===== src/design/csvtok_pkg.sv =====
// Shared types and constants for the CSV field tokenizer.
// It depends on nothing. The step logic, the result register and the top level import it.
package csvtok_pkg;

  // These are the byte codes that the parser reacts to.
  localparam logic [7:0] CH_QUOTE = 8'h22;
  localparam logic [7:0] CH_COMMA = 8'h2C;
  localparam logic [7:0] CH_LF    = 8'h0A;
  localparam logic [7:0] CH_CR    = 8'h0D;

  typedef enum logic [1:0] {
    MODE_PLAIN   = 2'd0,
    MODE_QUOTED  = 2'd1,
    MODE_PENDING = 2'd2,
    MODE_ERROR   = 2'd3
  } mode_e;

  typedef enum logic [2:0] {
    KIND_CHAR         = 3'd0,
    KIND_FIELD_END    = 3'd1,
    KIND_RECORD_END   = 3'd2,
    KIND_STRAY_QUOTE  = 3'd3,
    KIND_UNTERMINATED = 3'd4
  } kind_e;

  // This is the parser state that is carried from one byte to the next.
  typedef struct packed {
    mode_e mode;
    logic  field_has_chars;
    logic  record_has_fields;
  } parse_state_t;

  // This is the token that one word produces, if it produces any.
  typedef struct packed {
    logic       emit;
    kind_e      kind;
    logic [7:0] char_value;
  } token_t;

  localparam parse_state_t STATE_RESET = '{
    mode: MODE_PLAIN, field_has_chars: 1'b0, record_has_fields: 1'b0
  };

endpackage


===== src/design/csv_quoted_field_tokenizer.sv =====
// CSV field tokenizer: a word is held in the input register, and its token in the result register.
// It takes one word per cycle unless the input is stalled. The parser state updates once per word.
// A word that produces no token never waits on a stalled output.
// The asynchronous active-low reset empties both registers and returns the parser to plain mode.
module csv_quoted_field_tokenizer (
  input  logic       clk_i,
  input  logic       rst_ni,
  input  logic       in_valid_i,
  output logic       in_stall_o,
  input  logic       end_of_input_i,
  input  logic [7:0] text_byte_i,
  output logic       out_valid_o,
  input  logic       out_stall_i,
  output logic [2:0] token_kind_o,
  output logic [7:0] char_value_o
);
  import csvtok_pkg::*;

  // The input register holds one accepted word until the parser consumes it.
  logic         in_valid_q, in_valid_d;
  logic         eoi_q;
  logic [7:0]   byte_q;

  // This is the parser state: the mode plus the two flags for the field and the record.
  parse_state_t st_q, st_d;
  token_t       tok;
  logic         out_free;
  logic         s1_move;
  logic         in_accept;

  csvtok_step u_step (
    .cur_i          (st_q),
    .end_of_input_i (eoi_q),
    .text_byte_i    (byte_q),
    .nxt_o          (st_d),
    .tok_o          (tok)
  );

  // The buffered word is consumed when it produces no token or when the result slot is free.
  // The state then commits and any token is loaded into the result register.
  assign s1_move   = in_valid_q && (!tok.emit || out_free);
  assign in_stall_o = in_valid_q && !s1_move;
  assign in_accept = in_valid_i && !in_stall_o;

  always_comb begin
    in_valid_d = in_valid_q;
    if (in_accept) begin
      in_valid_d = 1'b1;
    end else if (s1_move) begin
      in_valid_d = 1'b0;
    end
  end

  always_ff @(posedge clk_i or negedge rst_ni) begin
    if (!rst_ni) begin
      in_valid_q <= 1'b0;
      st_q       <= STATE_RESET;
    end else begin
      in_valid_q <= in_valid_d;
      if (s1_move) begin
        st_q <= st_d;
      end
    end
  end

  always_ff @(posedge clk_i) begin
    if (in_accept) begin
      eoi_q  <= end_of_input_i;
      byte_q <= text_byte_i;
    end
  end

  csvtok_out_reg u_out (
    .clk_i        (clk_i),
    .rst_ni       (rst_ni),
    .load_i       (s1_move && tok.emit),
    .tok_i        (tok),
    .out_stall_i  (out_stall_i),
    .out_valid_o  (out_valid_o),
    .free_o       (out_free),
    .token_kind_o (token_kind_o),
    .char_value_o (char_value_o)
  );

  // Error mode swallows every byte until end of input.
  a_error_silent: assert property (@(posedge clk_i) disable iff (!rst_ni)
    (in_valid_q && !eoi_q && st_q.mode == MODE_ERROR) |-> !tok.emit)
    else $error("token produced in error mode");

  // End of input always leaves the parser in its reset state.
  a_eoi_resets: assert property (@(posedge clk_i) disable iff (!rst_ni)
    (s1_move && eoi_q) |=> (st_q.mode == MODE_PLAIN && !st_q.field_has_chars &&
                            !st_q.record_has_fields))
    else $error("parser not reset after end of input");

  // Only field characters carry a nonzero character value.
  a_char_zero: assert property (@(posedge clk_i) disable iff (!rst_ni)
    (out_valid_o && token_kind_o != KIND_CHAR) |-> char_value_o == 8'h00)
    else $error("nonzero character on a non-character token");

  // A token is never loaded over a result that is still waiting.
  a_no_overwrite: assert property (@(posedge clk_i) disable iff (!rst_ni)
    (s1_move && tok.emit) |-> (!out_valid_o || !out_stall_i))
    else $error("result register overwritten");

endmodule


===== src/design/csvtok_step.sv =====
// Combinational parser step: the current state and one word give the next state and a token.
// It depends on csvtok_pkg.
module csvtok_step (
  input  csvtok_pkg::parse_state_t cur_i,
  input  logic                     end_of_input_i,
  input  logic [7:0]               text_byte_i,
  output csvtok_pkg::parse_state_t nxt_o,
  output csvtok_pkg::token_t       tok_o
);
  import csvtok_pkg::*;

  logic run_plain;

  always_comb begin
    nxt_o     = cur_i;
    tok_o     = '{emit: 1'b0, kind: KIND_CHAR, char_value: 8'h00};
    run_plain = 1'b0;

    if (end_of_input_i) begin
      if (cur_i.mode == MODE_QUOTED) begin
        tok_o.emit = 1'b1;
        tok_o.kind = KIND_UNTERMINATED;
      end else if (cur_i.mode != MODE_ERROR &&
                   (cur_i.field_has_chars || cur_i.record_has_fields)) begin
        tok_o.emit = 1'b1;
        tok_o.kind = KIND_RECORD_END;
      end
      nxt_o = STATE_RESET;
    end else begin
      case (cur_i.mode)
        MODE_QUOTED: begin
          if (text_byte_i == CH_QUOTE) begin
            nxt_o.mode = MODE_PENDING;
          end else begin
            nxt_o.field_has_chars = 1'b1;
            tok_o.emit            = 1'b1;
            tok_o.char_value      = text_byte_i;
          end
        end
        MODE_PENDING: begin
          if (text_byte_i == CH_QUOTE) begin
            // A doubled quote stands for one literal quote.
            nxt_o.mode            = MODE_QUOTED;
            nxt_o.field_has_chars = 1'b1;
            tok_o.emit            = 1'b1;
            tok_o.char_value      = CH_QUOTE;
          end else begin
            nxt_o.mode = MODE_PLAIN;
            run_plain  = 1'b1;
          end
        end
        MODE_ERROR: begin
          run_plain = 1'b0;
        end
        default: begin
          run_plain = 1'b1;
        end
      endcase

      if (run_plain) begin
        case (text_byte_i)
          CH_QUOTE: begin
            if (cur_i.field_has_chars) begin
              nxt_o.mode = MODE_ERROR;
              tok_o.emit = 1'b1;
              tok_o.kind = KIND_STRAY_QUOTE;
            end else begin
              nxt_o.mode = MODE_QUOTED;
            end
          end
          CH_COMMA: begin
            nxt_o.field_has_chars   = 1'b0;
            nxt_o.record_has_fields = 1'b1;
            tok_o.emit              = 1'b1;
            tok_o.kind              = KIND_FIELD_END;
          end
          CH_LF: begin
            nxt_o.field_has_chars   = 1'b0;
            nxt_o.record_has_fields = 1'b0;
            tok_o.emit              = 1'b1;
            tok_o.kind              = KIND_RECORD_END;
          end
          CH_CR: begin
            tok_o.emit = 1'b0;
          end
          default: begin
            nxt_o.field_has_chars = 1'b1;
            tok_o.emit            = 1'b1;
            tok_o.char_value      = text_byte_i;
          end
        endcase
      end
    end
  end

endmodule


===== src/design/csvtok_out_reg.sv =====
// Result register of the CSV tokenizer: it holds one token until the sink takes it.
// It depends on csvtok_pkg.
module csvtok_out_reg (
  input  logic               clk_i,
  input  logic               rst_ni,
  input  logic               load_i,
  input  csvtok_pkg::token_t tok_i,
  input  logic               out_stall_i,
  output logic               out_valid_o,
  output logic               free_o,
  output logic [2:0]         token_kind_o,
  output logic [7:0]         char_value_o
);
  import csvtok_pkg::*;

  logic       valid_q, valid_d;
  kind_e      kind_q;
  logic [7:0] char_q;

  // The slot can take a new word when it is empty or when its word leaves in this cycle.
  assign free_o = !valid_q || !out_stall_i;

  always_comb begin
    valid_d = valid_q;
    if (load_i) begin
      valid_d = 1'b1;
    end else if (!out_stall_i) begin
      valid_d = 1'b0;
    end
  end

  always_ff @(posedge clk_i or negedge rst_ni) begin
    if (!rst_ni) begin
      valid_q <= 1'b0;
    end else begin
      valid_q <= valid_d;
    end
  end

  always_ff @(posedge clk_i) begin
    if (load_i) begin
      kind_q <= tok_i.kind;
      char_q <= tok_i.char_value;
    end
  end

  assign out_valid_o  = valid_q;
  assign token_kind_o = kind_q;
  assign char_value_o = char_q;

endmodule

===== config.mk =====
export PLATFORM = sky130hd
export DESIGN_NAME = csv_quoted_field_tokenizer
export DESIGN_NICKNAME = d
export VERILOG_FILES = /design/src/design/csvtok_pkg.sv /design/src/design/csv_quoted_field_tokenizer.sv /design/src/design/csvtok_step.sv /design/src/design/csvtok_out_reg.sv
export SDC_FILE = /design/constraint.sdc
export NUM_CORES = 1
export LEC_CHECK = 0
export ABC_AREA = 1
export BUFFER_PORTS_ARGS = -buffer_cell sky130_fd_sc_hd__buf_4
export CAP_MARGIN = 40
export CORE_MARGIN = 5
export CORE_UTILIZATION = 54
export DETAILED_ROUTE_END_ITERATION = 10
export GPL_TIMING_DRIVEN = 0
export HOLD_SLACK_MARGIN = 0.15
export PLACE_DENSITY = 0.8
export SKIP_LAST_GASP = 1
export SYNTH_ARGS = -nofsm -noshare
export SYNTH_HDL_FRONTEND = slang
export SYNTH_SLANG_ARGS = --single-unit

===== constraint.sdc =====
create_clock -name clk_i -period 2.7 [get_ports clk_i]
set_clock_uncertainty 0.1 [all_clocks]
set_input_delay 0.405 -clock clk_i [delete_from_list [all_inputs] [get_ports clk_i]]
set_output_delay 0.405 -clock clk_i [all_outputs]
set_load 0.02 [all_outputs]

==> impl_results.md, run 1 <==
- Worst-Skew Late Latency: 320 ps
- Mapped cell area: 1370 sq um
- GPL Wtd Cong: 0.8529
- Met3 routed WL: 176 um
- R2R depth: 8
- Uppermost layer routed: met4
- HP Class: in2reg
- Vias per cell: 4.963
- Port Buffer Count: 25
- Worst-Margin Slew: 417.8 ps
- Total congestion overflow: 0
- CTS tree: done
- CP Class: reg2out
- Max Freq: 0.3890 GHz
- Syn Inst Count: 145
- Post-Syn Nets: 161
- Post-Layout Cell Count: 214
- Reg2reg setup slack: 420 ps
- Initial core utilization: 55.81%
- Die Ht: 60.37 um
- Chip width: 60.37 um
- Core Region: 2455 sq um
- DRC Markers: 0
- DP Cell Count: 200
- Most common cell after layout, fill and taps aside: nand2_1
- FILL cells: 191
- Vias in the first global route: 1022
- Num rows: 18
- Layout cells sized above 1: 27.17%
- DPL Wire Length: 2115 um
- Min Clock Period, post-route: 2571 ps
- Global-route wire length before repair: 4636 um
- Critical Path Start: st_q[2]
- First-pass DRT Iterations: 4
- CTS sink count: 26
- CTS root buf: clkbuf_4
- I/O pins: 26
- Gr usage total: 17.38%
- Reg2reg end: u_out.token_kind_o[0]
- Most frequent cells in the layout: 39 x nand2_1, 25 x buf_4, 22 x inv_1, 20 x edfxtp_1, 12 x nand3_1
- Max-slew violations: 0
- CTS max path bufs: 2
- Hold Vio Cnt, Final: 0
- Worst Path Required: 2190 ps
- R2r startpoint: st_q[2]
- CTS Buf Count: 3
- Synth Area per Inst: 9.449 sq um
- Routed Antenna Nets: 0
- Placed Instance Area: 1595 sq um
- Worst setup SP type: flop
- Worst Hold End: in_valid_q
- Period Utilization, post-route: 95.22%
- Leak Pwr: 0.0008493 uW
- Synth unique cells: 25
- Largest net degree at the start of global routing: 16
- Starting DRT DRC Count: 43
- WHS Path Cells: 3
- Worst Setup End Kind: output port
- Clock-pin transition on the worst setup and hold timing paths: 130 ps
- Max-slew headroom: 72.12%
- Routed WL: 2871 um
- Number of antenna violations at the first check in global routing: 0
- Worst hold slack: 219.4 ps
- Status: completed
- Final setup fails: 0
- Post-route cell area: 1750 sq um
- Worst EP arrival: 2070 ps
- Crit-path max FO: 6
- Power per cell area: 551.0 nW/um^2
- Worst vdd ir: 620.3 uV
- Sequential fraction of the synthesis area: 54.79%
- Number of max-cap violations: 0
- DRT met1 WL: 1165 um
- Critical hold path startpoint: in_valid_i
- Metal2 WL: 1506 um
- Flops & latches, synth: 26
- Post-DR wirelength/cell: 13.42 um
- Final-stage net count: 201
- Layout area overhead: 27.76%
- # H-tree levels: 1
- Ant. Diodes: 0
- Die area: 3645 sq um
- Routed via count: 1062
- Synth Warn #: 0
[kinds of logic after synthesis]
| logic type | synth area share (%) |
|---|---|
| and+or+nand+nor | 27.76 |
| buffers and inverters | 7.854 |
| DFF | 54.79 |
| AOI/OAI and AO/OA | 6.849 |
| adders and majority gates | 2.740 |
[state kept, by name (all words and copies together), names as in the netlist]
| name | cells |
|---|---|
| byte_q | 8 |
| u_out.token_kind_o | 3 |
| st_q | 4 |
| u_out.out_valid_o | 1 |
| eoi_q | 1 |
| u_out.char_value_o | 8 |
| in_valid_q | 1 |
[area by class of cell]
class | instances | area, sq um | share of cell area (%)
plain buffers | 1 | 13.76 | 0.7863
clock inverters | 1 | 30.03 | 1.716
multi-input cells | 93 | 514.2 | 29.38
well taps | 30 | 37.54 | 2.144
inverters | 25 | 93.84 | 5.361
flip-flops and latches | 26 | 750.7 | 42.89
repair buffers | 35 | 287.8 | 16.44
clock buffers | 3 | 22.52 | 1.287
[Yosys cell counts]
cell type	count	share of area (%)
clkbuf_8	1	1.0
nor2_4	2	1.6
nand2_1	39	11
inv_1	22	6.0
o21ai_0	3	1.1
a211oi_1	1	0.55
o21ai_2	4	2.6
edfxtp_1	20	44
nand2_4	3	2.5
nand3_1	12	4.4
nand4_1	1	0.46
nor2_2	1	0.46
a21boi_0	1	0.55
a21oi_1	1	0.36
clkinv_1	1	0.27
inv_2	2	0.55
dfrtp_1	6	11
nor3_1	2	0.73
nor2_1	10	2.7
or2_4	1	0.64
nand3_2	3	2.2
o41ai_1	1	0.64
nand2_2	3	1.4
ha_1	3	2.7
o211ai_1	2	1.1
[worst max-delay path, cell delays in order, from the launching register on]
cell and delay, ps:
dfrtp_1 470, inv_1 70, ha_1 260, or2_4 280, nand2_4 110, nor2_2 50
nand2_1 70, nand3_2 100, nand3_1 130, inv_1 60, buf_4 150
[worst max-delay path by stage]
stage                                  endpoint  slack, ps  depth (start not counted)
final                                in_stall_o        130                         10
after global routing                 in_stall_o       -0.7                         11
after CTS                            in_stall_o        110                         11
after detailed placement  u_out.token_kind_o[1]        400                          9
after global placement                byte_q[6]        470                         11
after floorplan                       byte_q[0]        640                         11
[layer usage]
layer	vias to the layer above	global-route usage [%]
li1	546	-
met1	477	21.40
met2	37	31.17
met3	2	2.553
met4	0	5.696
met5	-	0
[stage by stage]
stage / power (uW) / worst slack, ps / util, % / setup TNS (ps)
detailed placement: 700.1 / 402.9 / 64.98 / 0
global placement: 693.5 / 465.2 / 64.98 / 0
global route: 1014 / -0.6528 / 71.30 / -0.6528
finish: 964.5 / 129.0 / 71.30 / 0
CTS: 969.0 / 105.4 / 70.39 / 0
floorplan: 626.1 / 636.7 / - / 0
[report_power, final]
group / switching, uW / internal, uW / leakage [uW] / total, uW
clock network: 113 / 150 / 0.0000279 / 263
registers: 25.2 / 482 / 0.000270 / 507
logic: 115 / 79.4 / 0.000551 / 194
total: 253 / 712 / 0.000849 / 964
[what timing repair did]
action,4_1_cts,5_1_grt
buffers inserted,0,0
hold buffers,8,2
gates resized for setup,0,1
endpoints found under the hold margin,13,2
endpoints found under the setup margin,0,1
(Power assumes the default switching activity.)
==> run 2: changes to the inputs <==
- CORE_UTILIZATION: 54 -> 57
- CTS_BUF_LIST: not set -> sky130_fd_sc_hd__clkbuf_8
- PLACE_DENSITY: 0.8 -> 0.84
- SKIP_CTS_REPAIR_TIMING: not set -> 1
==> run 2 against run 1 <==
  * Core utilization rose by 3.1 points
  * Largest cell class unchanged
  * Sequential power about the same
  * Register-to-register slack worse by 20 ps
  * Critical path type unchanged
  * Critical path depth rose by 1
  * Combinational power down 7%
  * Setup slack improved by 56 ps
  * Via count decreased by 0.66%
  * Critical endpoint unchanged
  * Die area down 4.4%
  * Highest routed layer unchanged
  * Cell count down 5.1%
==> impl_results.md, run 2 (synthesized netlist as in run 1, its figures left out) <==
- P_int: 751.5 uW
- CP Class: reg2out
- Final-stage net count: 192
- Reg2reg setup slack: 400 ps
- RSZ-0062 raised after global routing: false
- Vias in the first global route: 1045
- Routed Antenna Nets: 0
- Port Buffer Count: 25
- Most frequent cells in the layout: 39 x nand2_1, 25 x buf_4, 22 x inv_1, 20 x edfxtp_1, 12 x nand3_1
- DRC Markers: 0
- Worst vdd ir: 456.2 uV
- Max Freq: 0.3976 GHz
- Gr usage total: 16.82%
- Worst hold slack: 206.8 ps
- Sw power: 256.8 uW
- Crit-path max FO: 6
- Max-slew headroom: 71.13%
- Global-route wire length before repair: 4471 um
- Starting DRT DRC Count: 35
- Number of antenna violations at the first check in global routing: 0
- Power per cell area: 601.4 nW/um^2
- GPL Wtd Cong: 0.8497
- CTS max path bufs: 2
- DP Cell Count: 198
- Clk pwr share: 31.7%
- Comb pwr share: 18.0%
- Vias per cell: 5.197
- HP Class: in2reg
- Max-slew violations: 0
- Chip width: 59.03 um
- Layout area overhead: 22.37%
- First-pass DRT Iterations: 4
- Layout cells sized above 1: 28.57%
- Setup TNS Final: 0 ps
- Leak Pwr: 0.0008195 uW
- I/O pins: 26
- Worst-Skew Late Latency: 270 ps
- Die Ht: 59.03 um
- Initial core utilization: 60.77%
- Hold Vio Cnt, Final: 0
- Post-Layout Cell Count: 203
- Period Utilization, post-route: 93.15%
- Worst-Margin Slew: 432.6 ps
- DPL Wire Length: 2059 um
- Routed via count: 1055
- Routed WL: 2583 um
- Die area: 3484 sq um
- Total congestion overflow: 0
- CTS sink count: 26
- Clock-pin transition on the worst setup and hold timing paths: 90 ps
- Sequential power share: 50.4%
- CTS tree: done
- Min Clock Period, post-route: 2515 ps
- Worst Setup End Kind: output port
- Most common cell after layout, fill and taps aside: nand2_1
- Worst setup SP type: flop
- Status: completed
- Ant. Diodes: 0
- Final setup fails: 0
- Sw Ratio: 25.47%
- Worst Path Required: 2190 ps
- Largest net degree at the start of global routing: 16
- Num rows: 17
- CTS Buf Count: 3
- FILL cells: 165
- Core Region: 2255 sq um
- Worst EP arrival: 2010 ps
- Number of max-cap violations: 0
- # H-tree levels: 1
- Post-DR wirelength/cell: 12.72 um
- CTS root buf: clkbuf_8
==> run 2: worst max-delay path, stage by stage, from the launching register on <==
cell and delay (ps):
dfrtp_1 440, inv_1 110, ha_2 230, nor2_1 60, or2_4 240, nand2_4 110
nor2_2 50, nand2_1 60, nand3_2 110, nand3_1 130, inv_1 50, buf_4 150
==> run 2: routing by layer <==
metal  vias to the layer above  global-route usage [%]  share of wire [%]
li1                        527                       -                  -
met1                       494                   21.62                 44
met2                        28                   27.60                 50
met3                         6                   3.050                4.0
met4                         0                   7.443                1.8
met5                         -                       0                  0
==> run 2: stage by stage <==
stage          setup slack, ps  utilization (%)  total power (uW)  cell area, sq um
2_1_floorplan            636.7                -             626.1              1370
3_3_place_gp             455.3            70.64             691.9              1593
3_5_place_dp             402.2            70.64             698.2              1593
4_1_cts                  161.1            73.81              1011              1664
5_1_grt                  33.11            74.36              1053              1677
6_report                 184.9            74.36              1008              1677
==> run 2: path summary, 6_finish.rpt <==
kind,end,depth (start not counted),startpoint
max in group asynchronous,st_q[3],2,rst_ni
setup / recovery,in_stall_o,11,st_q[3]
setup reg to reg,u_out.char_value_o[1],9,st_q[3]
hold reg to reg,st_q[0],2,st_q[0]
hold / removal,byte_q[2],1,text_byte_i[2]
min in group asynchronous,st_q[2],2,rst_ni
==> run 2: final cells by class <==
| cell class | count | area (sq um) | share of cell area (%) |
|---|---|---|---|
| multi-input cells | 93 | 514.2 | 30.67 |
| plain buffers | 1 | 13.76 | 0.8209 |
| clock inverters | 1 | 30.03 | 1.791 |
| repair buffers | 26 | 197.7 | 11.79 |
| clock buffers | 3 | 41.29 | 2.463 |
| flip-flops and latches | 26 | 750.7 | 44.78 |
| inverters | 25 | 93.84 | 5.597 |
| well taps | 28 | 35.03 | 2.090 |
==> run 2: power groups by stage <==
stage | Sequential (uW) | Combinational (uW) | Clock, uW
2_1_floorplan | 540 | 86.2 | 0
3_3_place_gp | 514 | 177 | 0
3_5_place_dp | 517 | 181 | 0
4_1_cts | 508 | 182 | 321
5_1_grt | 513 | 200 | 341
6_report | 508 | 181 | 319
